[config.mk]
export PLATFORM = sky130hd
export DESIGN_NAME = dsc_seq
export DESIGN_NICKNAME = d
export VERILOG_FILES = /design/src/rtl/dsc_pkg.sv /design/src/rtl/dsc_seq.sv
export SDC_FILE = /design/constraint.sdc
export NUM_CORES = 1
export LEC_CHECK = 0
export BUFFER_PORTS_ARGS = -buffer_cell sky130_fd_sc_hd__buf_2
export CORE_UTILIZATION = 50
export CTS_BUF_LIST = sky130_fd_sc_hd__clkbuf_4
export DETAILED_ROUTE_END_ITERATION = 10
export GPL_TIMING_DRIVEN = 0
export PLACE_DENSITY = 0.85
export SLEW_MARGIN = 30
export SYNTH_ARGS = -nofsm -noshare
export SYNTH_HDL_FRONTEND = slang
export SYNTH_SLANG_ARGS = --single-unit
export TNS_END_PERCENT = 1
[constraint.sdc]
create_clock -name clk_i -period 7.3 [get_ports clk_i]
set_input_delay 1.46 -clock clk_i [delete_from_list [all_inputs] [get_ports clk_i]]
set_output_delay 1.46 -clock clk_i [all_outputs]
set_load 0.1 [all_outputs]
[src/rtl/dsc_pkg.sv]
// Shared types, sizes and the control program of the deadlock safety checker.
package dsc_pkg;

  // Table sizes and amount width
  localparam int MAX_PROC    = 16;
  localparam int MAX_RES     = 8;
  localparam int AMOUNT_BITS = 16;

  // Fixed field widths
  localparam int TAG_W   = 16;
  localparam int MODE_W  = 2;
  localparam int PSLOT_W = 4;
  localparam int RSLOT_W = 3;
  localparam int PCFG_W  = 5;
  localparam int RCFG_W  = 4;
  localparam int CFG_W   = 5;

  // Derived sizes
  localparam int PW      = (MAX_PROC > 1) ? $clog2(MAX_PROC) : 1;
  localparam int RW      = (MAX_RES > 1) ? $clog2(MAX_RES) : 1;
  localparam int PCNT_W  = $clog2(MAX_PROC + 1);
  localparam int RCNT_W  = $clog2(MAX_RES + 1);
  localparam int CELLS   = MAX_PROC * MAX_RES;
  localparam int AW      = (CELLS > 1) ? $clog2(CELLS) : 1;
  localparam int CELL_W  = 2 * AMOUNT_BITS;
  localparam int AVAIL_W = AMOUNT_BITS + $clog2(MAX_PROC) + 2;

  // Input modes
  localparam logic [MODE_W-1:0] MODE_TOTAL = 2'd0;
  localparam logic [MODE_W-1:0] MODE_CELL  = 2'd1;
  localparam logic [MODE_W-1:0] MODE_START = 2'd2;

  // Configuration register indexes
  localparam logic REG_PROC_COUNT = 1'b0;
  localparam logic REG_RES_COUNT  = 1'b1;

  // Program steps
  localparam int STEP_W = 5;
  typedef enum logic [STEP_W-1:0] {
    STEP_IDLE     = 5'd0,
    STEP_AV_START = 5'd1,
    STEP_SUM_RD   = 5'd2,
    STEP_SUM_ACC  = 5'd3,
    STEP_AV_STORE = 5'd4,
    STEP_ROUND    = 5'd5,
    STEP_PROC     = 5'd6,
    STEP_CHK_RD   = 5'd7,
    STEP_CHK      = 5'd8,
    STEP_TEST     = 5'd9,
    STEP_FINISH   = 5'd10,
    STEP_RET_RD   = 5'd11,
    STEP_RET      = 5'd12,
    STEP_ALLCHK   = 5'd13,
    STEP_SAFE     = 5'd14,
    STEP_NEXTP    = 5'd15,
    STEP_DEAD     = 5'd16
  } step_e;

  typedef enum logic [1:0] {
    ACC_HOLD,
    ACC_LOAD_TOTAL,
    ACC_SUB_ALLOC
  } acc_op_e;

  typedef enum logic [1:0] {
    CNT_HOLD,
    CNT_CLEAR,
    CNT_INC
  } cnt_op_e;

  typedef enum logic [1:0] {
    FIT_HOLD,
    FIT_SET,
    FIT_CHECK
  } fit_op_e;

  typedef enum logic [1:0] {
    EMIT_NONE,
    EMIT_REPORT,
    EMIT_SAFE,
    EMIT_DEAD
  } emit_e;

  typedef enum logic [2:0] {
    C_ALWAYS,
    C_START,
    C_P_MORE,
    C_R_MORE,
    C_P_FIN,
    C_FIT,
    C_ALL_DONE
  } cond_e;

  // Branch flags from the datapath
  typedef struct packed {
    logic start;
    logic p_more;
    logic r_more;
    logic p_fin;
    logic fit;
    logic all_done;
  } cond_t;

  // One control word
  typedef struct packed {
    logic    take_in;
    logic    clr_run;
    acc_op_e acc_op;
    cnt_op_e p_op;
    cnt_op_e r_op;
    logic    avail_wr;
    logic    avail_add;
    fit_op_e fit_op;
    emit_e   emit;
    cond_e   cond;
    logic    cond_inv;
    step_e   target;
  } ctrl_t;

  // Control program ROM
  function automatic ctrl_t ucode(step_e s);
    ctrl_t c;
    c = '{take_in: 1'b0, clr_run: 1'b0, acc_op: ACC_HOLD, p_op: CNT_HOLD,
          r_op: CNT_HOLD, avail_wr: 1'b0, avail_add: 1'b0, fit_op: FIT_HOLD,
          emit: EMIT_NONE, cond: C_ALWAYS, cond_inv: 1'b1, target: STEP_IDLE};
    case (s)
      STEP_IDLE: begin
        c.take_in  = 1'b1;
        c.clr_run  = 1'b1;
        c.p_op     = CNT_CLEAR;
        c.r_op     = CNT_CLEAR;
        c.cond     = C_START;
        c.cond_inv = 1'b1;
        c.target   = STEP_IDLE;
      end
      STEP_AV_START: begin
        c.acc_op = ACC_LOAD_TOTAL;
        c.p_op   = CNT_CLEAR;
      end
      STEP_SUM_RD: begin
      end
      STEP_SUM_ACC: begin
        c.acc_op   = ACC_SUB_ALLOC;
        c.p_op     = CNT_INC;
        c.cond     = C_P_MORE;
        c.cond_inv = 1'b0;
        c.target   = STEP_SUM_RD;
      end
      STEP_AV_STORE: begin
        c.avail_wr = 1'b1;
        c.r_op     = CNT_INC;
        c.cond     = C_R_MORE;
        c.cond_inv = 1'b0;
        c.target   = STEP_AV_START;
      end
      STEP_ROUND: begin
        c.p_op = CNT_CLEAR;
      end
      STEP_PROC: begin
        c.r_op     = CNT_CLEAR;
        c.fit_op   = FIT_SET;
        c.cond     = C_P_FIN;
        c.cond_inv = 1'b0;
        c.target   = STEP_NEXTP;
      end
      STEP_CHK_RD: begin
      end
      STEP_CHK: begin
        c.fit_op   = FIT_CHECK;
        c.r_op     = CNT_INC;
        c.cond     = C_R_MORE;
        c.cond_inv = 1'b0;
        c.target   = STEP_CHK_RD;
      end
      STEP_TEST: begin
        c.r_op     = CNT_CLEAR;
        c.cond     = C_FIT;
        c.cond_inv = 1'b1;
        c.target   = STEP_NEXTP;
      end
      STEP_FINISH: begin
        c.emit = EMIT_REPORT;
      end
      STEP_RET_RD: begin
      end
      STEP_RET: begin
        c.avail_add = 1'b1;
        c.r_op      = CNT_INC;
        c.cond      = C_R_MORE;
        c.cond_inv  = 1'b0;
        c.target    = STEP_RET_RD;
      end
      STEP_ALLCHK: begin
        c.cond     = C_ALL_DONE;
        c.cond_inv = 1'b1;
        c.target   = STEP_ROUND;
      end
      STEP_SAFE: begin
        c.emit     = EMIT_SAFE;
        c.cond     = C_ALWAYS;
        c.cond_inv = 1'b0;
        c.target   = STEP_IDLE;
      end
      STEP_NEXTP: begin
        c.p_op     = CNT_INC;
        c.cond     = C_P_MORE;
        c.cond_inv = 1'b0;
        c.target   = STEP_PROC;
      end
      STEP_DEAD: begin
        c.emit     = EMIT_DEAD;
        c.cond     = C_ALWAYS;
        c.cond_inv = 1'b0;
        c.target   = STEP_IDLE;
      end
      default: begin
        c.cond     = C_ALWAYS;
        c.cond_inv = 1'b0;
        c.target   = STEP_IDLE;
      end
    endcase
    return c;
  endfunction

endpackage

[src/rtl/dsc_seq.sv]
// Step counter and control ROM that drive the safety check datapath.
module dsc_seq (
  input  logic          clk_i,
  input  logic          rst_ni,
  input  logic          hold_i,
  input  dsc_pkg::cond_t cond_i,
  output dsc_pkg::ctrl_t ctrl_o
);

  dsc_pkg::step_e step_q, step_d;
  logic           sel;

  // Look up the control word of this step
  assign ctrl_o = dsc_pkg::ucode(step_q);

  // Pick the branch flag
  always_comb begin
    case (ctrl_o.cond)
      dsc_pkg::C_ALWAYS:   sel = 1'b1;
      dsc_pkg::C_START:    sel = cond_i.start;
      dsc_pkg::C_P_MORE:   sel = cond_i.p_more;
      dsc_pkg::C_R_MORE:   sel = cond_i.r_more;
      dsc_pkg::C_P_FIN:    sel = cond_i.p_fin;
      dsc_pkg::C_FIT:      sel = cond_i.fit;
      dsc_pkg::C_ALL_DONE: sel = cond_i.all_done;
      default:             sel = 1'b0;
    endcase
  end

  // Hold, jump or advance
  always_comb begin
    if (hold_i) begin
      step_d = step_q;
    end else if (sel ^ ctrl_o.cond_inv) begin
      step_d = ctrl_o.target;
    end else begin
      step_d = dsc_pkg::step_e'(step_q + 5'd1);
    end
  end

  always_ff @(posedge clk_i or negedge rst_ni) begin
    if (!rst_ni) begin
      step_q <= dsc_pkg::STEP_IDLE;
    end else begin
      step_q <= step_d;
    end
  end

endmodule
==> flow_summary.rst, run 1 <==
.. list-table::
   :header-rows: 1

   * - Metric
     - Value
   * - Weighted congestion reported at the end of routability-driven placement
     - slightly below 0.9
   * - Largest net degree at the start of global routing
     - 11
   * - CTS Sinks
     - 5
   * - Synth warn
     - 0
   * - Hold buffer count at cts
     - 0
   * - Number of slew-limit violations in the final report
     - 0
   * - Cell class contributing the biggest share of worst-path delay
     - buffers and inverters
   * - Wire length after detailed routing
     - 2000 um
   * - Max FFs per register
     - 5
   * - Category of the worst setup path launch point
     - flip-flop
   * - Post-route clock skew
     - between 0.003 and 0.004 ns
   * - Actual transition at the worst max-transition pin
     - 0.556 ns
   * - Clock latency at the later pin of the worst-skew pair
     - approximately 0.25 ns
   * - Unrepaired setup endpoints after global routing
     - no
   * - Register with the most flip-flops
     - step_q
   * - Gate count of the mapped netlist
     - between 100 and 150
   * - Initial antenna violation count
     - 0
   * - CORE AREA
     - 1540 sq um
   * - Crit Path Max Fanout
     - 10
   * - Number of violations of the max-capacitance limit
     - 0
   * - Run status
     - finished clean
   * - Tightest slew margin relative to the limit
     - 62.4%
   * - Width of the die
     - 42.9 um
   * - Core utilization of the finished layout
     - 67.1%
   * - Post-CTS repair timing setup buffer count
     - 0
   * - Clock tree from TritonCTS
     - built
   * - Mean post-synth cell area
     - 7.97 sq um
   * - Total congestion overflow
     - 0
   * - Kind of critical path
     - reg2out
   * - Fin worst setup slack
     - 3.36 ns
   * - Violation count after the first detailed-routing iteration
     - 34
   * - Clock-pin transition on the worst setup and hold timing paths
     - 0.05 ns
   * - Ratio of cells with drive above 1 in the final layout
     - between 30% and 40%
   * - Kind of end point of the critical path
     - output port
   * - Top cells by count, synth
     - 12 x nor2_1, 10 x inv_1, 8 x nand2_1
   * - Global-route wire length before repair
     - between 3000 and 4000 um
   * - Endpoints failing setup
     - 0
   * - HPWL after DPL
     - 1600 um
   * - Buffers and inverters on the worst path
     - 3
   * - Maximum clock frequency
     - 0.254 GHz
   * - Ranking of synthesized cells by area
     - dfrtp_1 15%, ha_1 7.5%, nor2_1 5.4%, inv_1 4.5%, a21oi_1 3.6%
   * - Min-Delay Path Class
     - reg2reg
   * - Global router's overall resource usage
     - 23.9%
   * - Number of nets with antenna violations after routing
     - 0
   * - Endpoints failing hold
     - 0
   * - Regs by FF count
     - step_q: 5 flops
   * - Minimum clock period after layout
     - 3.94 ns
   * - Final critical-path share of the clock period
     - between 50% and 60%
   * - DRC
     - 0
   * - Antenna Cells
     - 0
   * - Number of enable-type register cells in the synthesized netlist
     - 0
   * - Synth-to-layout area growth
     - 23.6%
   * - Post-Place Setup Slack
     - 3.65 ns
   * - Post-synthesis sequential element count
     - 5
   * - Post-cts sizing count
     - 0
   * - Vias in the first global route
     - 765
   * - Arrival time worst endpoint
     - 2.48 ns
   * - Dominant cell type by area after synthesis
     - dfrtp_1
   * - Root Buffer Master
     - clkbuf_4
   * - Share of Yosys cell area claimed by the top area cell type
     - between 10% and 20%
   * - Initial Util
     - 54.3%
   * - Wirelength per Cell
     - 12.9 um
   * - Setup TNS
     - 0 ns
   * - Chip Height
     - 42.9 um
   * - Buffer levels on the longest clock path
     - 2
   * - Most used flip-flop cell after synthesis
     - dfrtp_1
   * - Data required, critical path
     - 5.84 ns
   * - Post-synth design cell area
     - between 800 and 900 sq um
   * - Count of input and output buffers
     - 30
   * - Sequential-to-total area share from yosys stat
     - 14.9%
   * - Crit-path cells
     - inv_1 > ha_1 > clkbuf_1 > mux2_1 > a21oi_1 > nor2_1 > or3_1 > buf_2
   * - Post-layout nets
     - 154
   * - Vias/cell
     - 5.71
   * - Worst-path cell with the longest stage delay
     - dfrtp_1
   * - Die area
     - 1840 sq um
   * - Ys async rst share
     - 100%
   * - Number of rows created at floorplan
     - 14
   * - Detailed-route via count
     - 885
   * - Most common cell in the synthesized netlist
     - nor2_1
   * - Net count of the mapped netlist
     - 119
   * - Number of iterations in the first detailed-routing pass
     - 4
   * - Ports
     - 32
   * - Num CTS Buffers
     - 3
   * - Crit-path max cell delay
     - 0.41 ns
   * - Distinct cell type count after synthesis
     - 44
   * - Max H-tree Level
     - 1
==> worst register-to-register path, cell delays in order (launching register included) <==
cell	delay (ns)
dfrtp_1	0.42
inv_1	0.15
ha_1	0.22
clkbuf_1	0.38
inv_1	0.12
o41ai_1	0.60
o2bb2ai_4	0.14
xnor2_4	0.30
mux2_4	0.33
o22a_1	0.20
==> per-layer routing <==
metal  up-vias  track usage [%]  wire length [um]  part of all wire [%]
li1        437                -                 -                     -
met4         0             7.50                18                  0.90
met2        31             41.5              1010                    50
met3         2             3.83               102                   5.1
met5         -                0                 0                     0
met1       415             29.7               871                    44
==> stage by stage <==
stage	hold WS [ns]	std cells	instance area, sq um
final	0.597	155	1030
after global routing	0.653	155	1030
after CTS	0.611	155	1030
after detailed placement	0.602	151	1010
after global placement	0.586	151	1010
after floorplan	0.545	105	837
==> cell type report <==
cell class / count / area, sq um
Tap cell: 16 / 20.0
Fill cell: 146 / 507
Timing Repair Buffer: 30 / 150
Sequential cell: 5 / 125
Multi-Input combinational cell: 81 / 622
Inverter: 10 / 37.5
Clock inverter: 1 / 5.00
Clock buffer: 3 / 22.5
Buffer: 9 / 52.6
==> cell families after synthesis <==
logic type	after synthesis	share of synthesized area [%]
compound gates	26	27.8
xor+xnor	1	3.29
fa+ha+maj	5	7.47
buf+inv	19	10.8
flops	5	14.9
mux	4	5.53
other cells	1	0.448
simple gates	44	29.7
==> cell usage in the layout, fill, tap and decap left out, types with 2 or more instances in the layout <==
cell	n
buf_2	30
nand3_1	2
buf_4	3
a21o_1	2
dfrtp_1	5
or3_1	2
ha_1	5
a21oi_1	6
and3_1	2
nand4_1	2
clkbuf_4	3
mux2i_1	2
nor2_1	12
clkbuf_1	5
a211oi_1	3
nand2b_1	2
o21ai_0	2
or2_2	2
nand2_1	8
nor3b_1	2
inv_1	10
nor3_1	4
==> worst paths after layout <==
kind | from | to | slack (ns) | depth (start not counted)
worst max-delay path | step_q[0] | ctrl_o[1] | 3.36 | 8
worst min-delay path | step_q[1] | step_q[1] | 0.60 | 2
worst max register to register | step_q[0] | step_q[3] | 4.31 | 9
worst min register to register | step_q[1] | step_q[1] | 0.60 | 2
max in group asynchronous | rst_ni | step_q[1] | 6.15 | 1
min in group asynchronous | rst_ni | step_q[3] | 1.02 | 1
Power of run 1 is not shown: default switching activity piles up to over one toggle a cycle in this logic, so the estimate is an artifact.
==> run 2: changes to the inputs <==
--- a/config.mk
+++ b/config.mk
@@ -6,11 +6,11 @@
 export NUM_CORES = 1
 export LEC_CHECK = 0
 export BUFFER_PORTS_ARGS = -buffer_cell sky130_fd_sc_hd__buf_2
-export CORE_UTILIZATION = 50
+export CORE_UTILIZATION = 45
 export CTS_BUF_LIST = sky130_fd_sc_hd__clkbuf_4
 export DETAILED_ROUTE_END_ITERATION = 10
 export GPL_TIMING_DRIVEN = 0
-export PLACE_DENSITY = 0.85
+export PLACE_DENSITY = 0.81
 export SLEW_MARGIN = 30
 export SYNTH_ARGS = -nofsm -noshare
 export SYNTH_HDL_FRONTEND = slang
==> constraint.sdc (replaced) <==
create_clock -name clk_i -period 3.3 [get_ports clk_i]
set_input_delay 0.66 -clock clk_i [delete_from_list [all_inputs] [get_ports clk_i]]
set_output_delay 0.66 -clock clk_i [all_outputs]
set_load 0.1 [all_outputs]
==> run 2 against run 1 <==
  * Hold slack got worse by 0.39 ns
  * Final cell count rose by 5.8%
  * Critical path type unchanged
  * Clock skew rose by 0.0046 ns
==> flow_summary.rst, run 2 (synthesized netlist as in run 1, its figures left out) <==
.. list-table::
   :header-rows: 1

   * - Metric
     - Value
   * - Violation count after the first detailed-routing iteration
     - 28 (was 34)
   * - CTS Sinks
     - 5 (unchanged)
   * - Maximum clock frequency
     - 0.320 GHz
   * - Synth-to-layout area growth
     - 26.5% (was 23.6%)
   * - Clock tree from TritonCTS
     - built (unchanged)
   * - Max H-tree Level
     - 1 (unchanged)
   * - Post-CTS repair timing setup buffer count
     - 0 (unchanged)
   * - Placed cell count
     - 160 (was 151)
   * - Post-layout nets
     - 154 (unchanged)
   * - Crit-path max cell delay
     - 0.41 ns (about the same)
   * - Chip Height
     - 45.1 um (was 42.9 um)
   * - Global router's overall resource usage
     - 21.0% (was 23.9%)
   * - Hold buffer count at cts
     - 0 (unchanged)
   * - Largest net degree at the start of global routing
     - 11 (unchanged)
   * - Arrival time worst endpoint
     - 2.47 ns (was 2.48 ns)
   * - Number of violations of the max-capacitance limit
     - 0 (unchanged)
   * - Vias/cell
     - 5.43 (was 5.71)
   * - Cell class contributing the biggest share of worst-path delay
     - buffers and inverters (unchanged)
   * - Crit-path cells
     - inv_1 > ha_1 > clkbuf_1 > mux2_1 > a21oi_1 > nor2_1 > or3_1 > buf_2 (unchanged)
   * - Data required, critical path
     - 2.64 ns (was 5.84 ns)
   * - Weighted congestion reported at the end of routability-driven placement
     - 0.806 (was 0.886)
   * - Regs by FF count
     - step_q: 5 flops (unchanged)
   * - Count of input and output buffers
     - 30 (unchanged)
   * - Clock-pin transition on the worst setup and hold timing paths
     - 0.05 ns (about the same)
   * - Min-Delay Path Class
     - in2async (was reg2reg)
   * - Register with the most flip-flops
     - step_q (unchanged)
   * - Kind of end point of the critical path
     - output port (unchanged)
   * - R2r worst-path depth
     - 9 (unchanged)
   * - Vias in the first global route
     - 724 (was 765)
   * - Number of rows created at floorplan
     - 15 (was 14)
   * - Unrepaired setup endpoints after global routing
     - no (unchanged)
   * - Root Buffer Master
     - clkbuf_4 (unchanged)
   * - Post-route clock skew
     - 0.00843 ns (was 0.00384 ns)
   * - Wire length after detailed routing
     - 2010 um (was 2000 um)
   * - Global-route wire length before repair
     - 3130 um (was 3350 um)
   * - Detailed-route via count
     - 890 (was 885)
   * - HPWL after DPL
     - 1590 um (was 1600 um)
   * - Commonest cells after routing, fill and taps aside
     - 30 x buf_2, 12 x nor2_1, 10 x inv_1 (unchanged)
   * - Kind of critical path
     - reg2out (unchanged)
   * - Antenna Cells
     - 0 (unchanged)
   * - Category of the worst setup path launch point
     - flip-flop (unchanged)
   * - Register-to-register setup slack
     - 0.31 ns (was 4.31 ns)
   * - CORE AREA
     - 1730 sq um (was 1540 sq um)
   * - Tightest slew margin relative to the limit
     - 62.0% (was 62.4%)
   * - Num CTS Buffers
     - 3 (unchanged)
   * - Endpoint of the most critical register-to-register path
     - step_q[3] (unchanged)
   * - Reg-to-reg critical path startpoint
     - step_q[0] (unchanged)
   * - Endpoints failing hold
     - 0 (unchanged)
   * - Run status
     - finished clean (unchanged)
   * - Ratio of cells with drive above 1 in the final layout
     - 35.3% (was 33.8%)
   * - Core utilization of the finished layout
     - 61.3% (was 67.1%)
   * - Ports
     - 32 (unchanged)
   * - Buffer levels on the longest clock path
     - 2 (unchanged)
   * - Width of the die
     - 45.1 um (was 42.9 um)
   * - Initial Util
     - 48.5% (was 54.3%)
   * - Worst-path cell with the longest stage delay
     - dfrtp_1 (unchanged)
   * - Leading cell type in the layout, fill and taps excluded
     - buf_2 (unchanged)
   * - Die area
     - 2040 sq um (was 1840 sq um)
   * - Number of nets with antenna violations after routing
     - 0 (unchanged)
   * - Cell Count, Final, Fillers Out
     - 164 (was 155)
   * - Post-cts sizing count
     - 0 (unchanged)
   * - Minimum clock period after layout
     - between 3 and 4 ns
   * - Max FFs per register
     - 5 (unchanged)
   * - Actual transition at the worst max-transition pin
     - 0.563 ns (was 0.556 ns)
   * - Initial antenna violation count
     - 0 (unchanged)
   * - Number of slew-limit violations in the final report
     - 0 (unchanged)
   * - Endpoints failing setup
     - 0 (unchanged)
   * - Final critical-path share of the clock period
     - 94.7%
   * - Buffers and inverters on the worst path
     - 3 (unchanged)
   * - Crit Path Max Fanout
     - 10 (unchanged)
   * - Total congestion overflow
     - 0 (unchanged)
   * - Wirelength per Cell
     - 12.3 um (was 12.9 um)
   * - Clock latency at the later pin of the worst-skew pair
     - 0.25 ns (about the same)
   * - DRC
     - 0 (unchanged)
   * - Number of iterations in the first detailed-routing pass
     - 4 (unchanged)
## run 2: metal layers
layer / GRT usage [%] / vias up / share of wire (%)
met5: 0 / - / 0
met4: 0 / 0 / 0
met3: 4.80 / 0 / 4.2
met2: 38.0 / 25 / 51
met1: 26.8 / 424 / 45
li1: - / 441 / -
## run 2: worst register-to-register path, delay by kind of cell, from the launching register on
family                   cells  cell delay, ns
AO/OA/AOI/OAI                3            0.94
multiplexers                 1            0.34
adder cells (fa/ha/maj)      1            0.21
buffers and inverters        3            0.65
XOR/XNOR                     1            0.31
flip-flops                   1            0.42
## run 2: worst max path at each step
stage              start        end  slack (ns)  cells past startpoint
2_1_floorplan  step_q[0]  ctrl_o[1]       -0.72                      7
4_1_cts        step_q[3]  ctrl_o[1]        0.17                      7
6_report       step_q[0]  ctrl_o[1]        0.17                      8
3_3_place_gp   step_q[0]  step_q[3]        0.40                      9
3_5_place_dp   step_q[0]  step_q[3]        0.33                      9
5_1_grt        step_q[3]  ctrl_o[1]        0.04                      7
## run 2: through the flow
step | setup WS, ns | hold WS (ns) | instance area (sq um) | setup TNS (ns)
after global placement | 0.403 | 0.474 | 1030 | 0
after detailed placement | 0.333 | 0.476 | 1030 | 0
after global routing | 0.0415 | 0.206 | 1060 | 0
after CTS | 0.174 | 0.216 | 1060 | 0
final | 0.173 | 0.211 | 1060 | 0
after floorplan | -0.715 | 0.364 | 847 | -2.84
## run 2: cell type report
class                      instances  area (sq um)
fill                             164           668
multi-input combinational         81           632
timing repair buffer              30           150
sequential                         5           125
buffer                             9          52.6
inverter                          10          37.5
tap                               25          31.3
clock buffer                       4          30.0
Power of run 2 is left out for the same reason.
==> run 3: changes to the inputs <==
--- a/config.mk
+++ b/config.mk
@@ -11,6 +11,7 @@
 export DETAILED_ROUTE_END_ITERATION = 10
 export GPL_TIMING_DRIVEN = 0
 export PLACE_DENSITY = 0.81
+export REMOVE_ABC_BUFFERS = 1
 export SLEW_MARGIN = 30
 export SYNTH_ARGS = -nofsm -noshare
 export SYNTH_HDL_FRONTEND = slang
==> run 3 against run 2 <==
  * Hold slack better by 0.0089 ns
  * Maximum frequency is 2.3% higher
  * Global-route usage is 0.68 points higher
  * Flip-flop and latch count did not move
  * Die area stayed put
  * Non-clock buffer count is 9 lower
  * Wire length decreased by 1.4%
  * Core utilization shrank 3.6 points
  * Final cell count down 5.5%
  * First-iteration DRC count rose by 18%
==> flow_summary.rst, run 3 (synthesized netlist as in run 1, its figures left out) <==
.. list-table::
   :header-rows: 1

   * - Metric
     - Value
   * - Minimum clock period after layout
     - 3.06 ns (was 3.13 ns)
   * - Detailed-route via count
     - 857 (was 890)
   * - Tightest slew margin relative to the limit
     - 48.3% (was 62.0%)
   * - Post-layout nets
     - 145 (was 154)
   * - Setup TNS
     - 0 ns (unchanged)
   * - Commonest cells after routing, fill and taps aside
     - 30 x buf_2, 12 x nor2_1, 10 x inv_1 (unchanged)
   * - Antenna Cells
     - 0 (unchanged)
   * - Die area
     - 2040 sq um (unchanged)
   * - Worst-path cell with the longest stage delay
     - dfrtp_1 (unchanged)
   * - Wire length after detailed routing
     - 1980 um (was 2010 um)
   * - Clock latency at the later pin of the worst-skew pair
     - 0.25 ns (about the same)
   * - Initial antenna violation count
     - 0 (unchanged)
   * - Max FFs per register
     - 5 (unchanged)
   * - Register with the most flip-flops
     - step_q (unchanged)
   * - Cell class contributing the biggest share of worst-path delay
     - simple AND/OR/NAND/NOR gates (was buffers and inverters)
   * - Regs by FF count
     - step_q: 5 flops (unchanged)
   * - Kind of critical path
     - reg2out (unchanged)
   * - Arrival time worst endpoint
     - 2.40 ns (was 2.47 ns)
   * - Weighted congestion reported at the end of routability-driven placement
     - 0.804 (was 0.806)
   * - Number of slew-limit violations in the final report
     - 0 (unchanged)
   * - Kind of end point of the critical path
     - output port (unchanged)
   * - Hold buffer count at cts
     - 0 (unchanged)
   * - Clock tree from TritonCTS
     - built (unchanged)
   * - Logic depth of the worst path, buffers included
     - 5 (was 8)
   * - Run status
     - finished clean (unchanged)
   * - Clock-pin transition on the worst setup and hold timing paths
     - 0.05 ns (about the same)
   * - CTS Sinks
     - 5 (unchanged)
   * - Largest net degree at the start of global routing
     - 22 (was 11)
   * - Chip Height
     - 45.1 um (unchanged)
   * - Reg-to-reg critical path startpoint
     - step_q[0] (unchanged)
   * - Number of nets with antenna violations after routing
     - 0 (unchanged)
   * - Max H-tree Level
     - 1 (unchanged)
   * - Global router's overall resource usage
     - 21.7% (was 21.0%)
   * - Register-to-register setup slack
     - 0.33 ns (was 0.31 ns)
   * - CORE AREA
     - 1730 sq um (unchanged)
   * - FILL cells
     - 162 (was 164)
   * - Violation count after the first detailed-routing iteration
     - 33 (was 28)
   * - Data required, critical path
     - 2.64 ns (about the same)
   * - Global-route wire length before repair
     - 3190 um (was 3130 um)
   * - Vias in the first global route
     - 695 (was 724)
   * - Number of rows created at floorplan
     - 15 (unchanged)
   * - Endpoints failing hold
     - 0 (unchanged)
   * - Crit Path Max Fanout
     - 21 (was 10)
   * - Synth-to-layout area growth
     - 19.1% (was 26.5%)
   * - Num CTS Buffers
     - 3 (unchanged)
   * - Crit-path cells
     - and3_1 > ha_1 > or2_2 > or3_1 > buf_2 (was inv_1 > ha_1 > clkbuf_1 > mux2_1 > a21oi_1 > nor2_1 > or3_1 > buf_2)
   * - Initial Util
     - 48.5% (unchanged)
   * - Wirelength per Cell
     - 12.8 um (was 12.3 um)
   * - Root Buffer Master
     - clkbuf_4 (unchanged)
   * - HPWL after DPL
     - 1500 um (was 1590 um)
   * - Ratio of cells with drive above 1 in the final layout
     - 33.8% (was 35.3%)
   * - Width of the die
     - 45.1 um (unchanged)
   * - Vias/cell
     - 5.53 (was 5.43)
   * - Post-route clock skew
     - 0.00610 ns (was 0.00843 ns)
   * - Post-CTS repair timing setup buffer count
     - 0 (unchanged)
   * - Crit-path max cell delay
     - 0.60 ns (was 0.41 ns)
   * - Number of violations of the max-capacitance limit
     - 0 (unchanged)
   * - Buffers and inverters on the worst path
     - 1 (was 3)
   * - Maximum clock frequency
     - 0.327 GHz (was 0.320 GHz)
   * - Category of the worst setup path launch point
     - flip-flop (unchanged)
   * - Unrepaired setup endpoints after global routing
     - no (unchanged)
   * - Count of input and output buffers
     - 30 (unchanged)
   * - R2r worst-path depth
     - 9 (unchanged)
   * - Actual transition at the worst max-transition pin
     - 0.765 ns (was 0.563 ns)
   * - Buffer levels on the longest clock path
     - 2 (unchanged)
   * - Total congestion overflow
     - 0 (unchanged)
   * - Leading cell type in the layout, fill and taps excluded
     - buf_2 (unchanged)
   * - DRC
     - 0 (unchanged)
   * - Final critical-path share of the clock period
     - 92.6% (was 94.7%)
   * - Endpoint of the most critical register-to-register path
     - step_q[3] (unchanged)
   * - Endpoints failing setup
     - 0 (unchanged)
   * - Number of iterations in the first detailed-routing pass
     - 4 (unchanged)
   * - Ports
     - 32 (unchanged)
   * - Min-Delay Path Class
     - in2async (unchanged)
## run 3: cell types whose count changed in the layout (fill, tap and decap cells not counted), sizes merged
cell	change
buf	-4
clkbuf	-5
## run 3: worst max path at each step
stage	slack, ns	to	startpoint
after floorplan	-2.35	ctrl_o[21]	step_q[0]
after global placement	0.32	ctrl_o[1]	step_q[4]
after detailed placement	0.30	ctrl_o[1]	step_q[4]
after CTS	0.03	ctrl_o[1]	step_q[4]
after global routing	0.17	ctrl_o[1]	step_q[0]
final	0.24	ctrl_o[1]	step_q[3]
## run 3: cell type report
cell class,instances,area [sq um],area share [%]
clock buffers,4,30.0,3.01
inverters,10,37.5,3.76
flip-flops and latches,5,126,12.7
repair buffers,30,150,15.1
multi-input cells,81,622,62.4
well taps,25,31.3,3.14
## run 3: what timing repair did
action | in CTS | in global routing
hold endpoints to repair | 0 | 0
endpoints found under the setup margin | 0 | 1
gates resized for setup | 0 | 1
## run 3: routing by layer
metal / vias to the layer above / GRT usage (%) / part of all wire, %
met2: 35 / 34.5 / 47
met5: - / 0 / 0
met4: 0 / 4.85 / 0.66
li1: 421 / - / -
met3: 3 / 5.60 / 5.4
met1: 398 / 29.3 / 46
## run 3: metrics by stage
stage               worst slack, ns  util (%)  std cells  cell area (sq um)  hold slack, ns
floorplan                     -2.35         -         96                785           0.364
global placement              0.323      55.9        151                966           0.475
detailed placement            0.302      55.9        151                966           0.483
CTS                          0.0309      57.7        155                996           0.216
global route                  0.165      57.8        155                997           0.213
finish                        0.245      57.8        155                997           0.219
Power of run 3 is left out for the same reason.
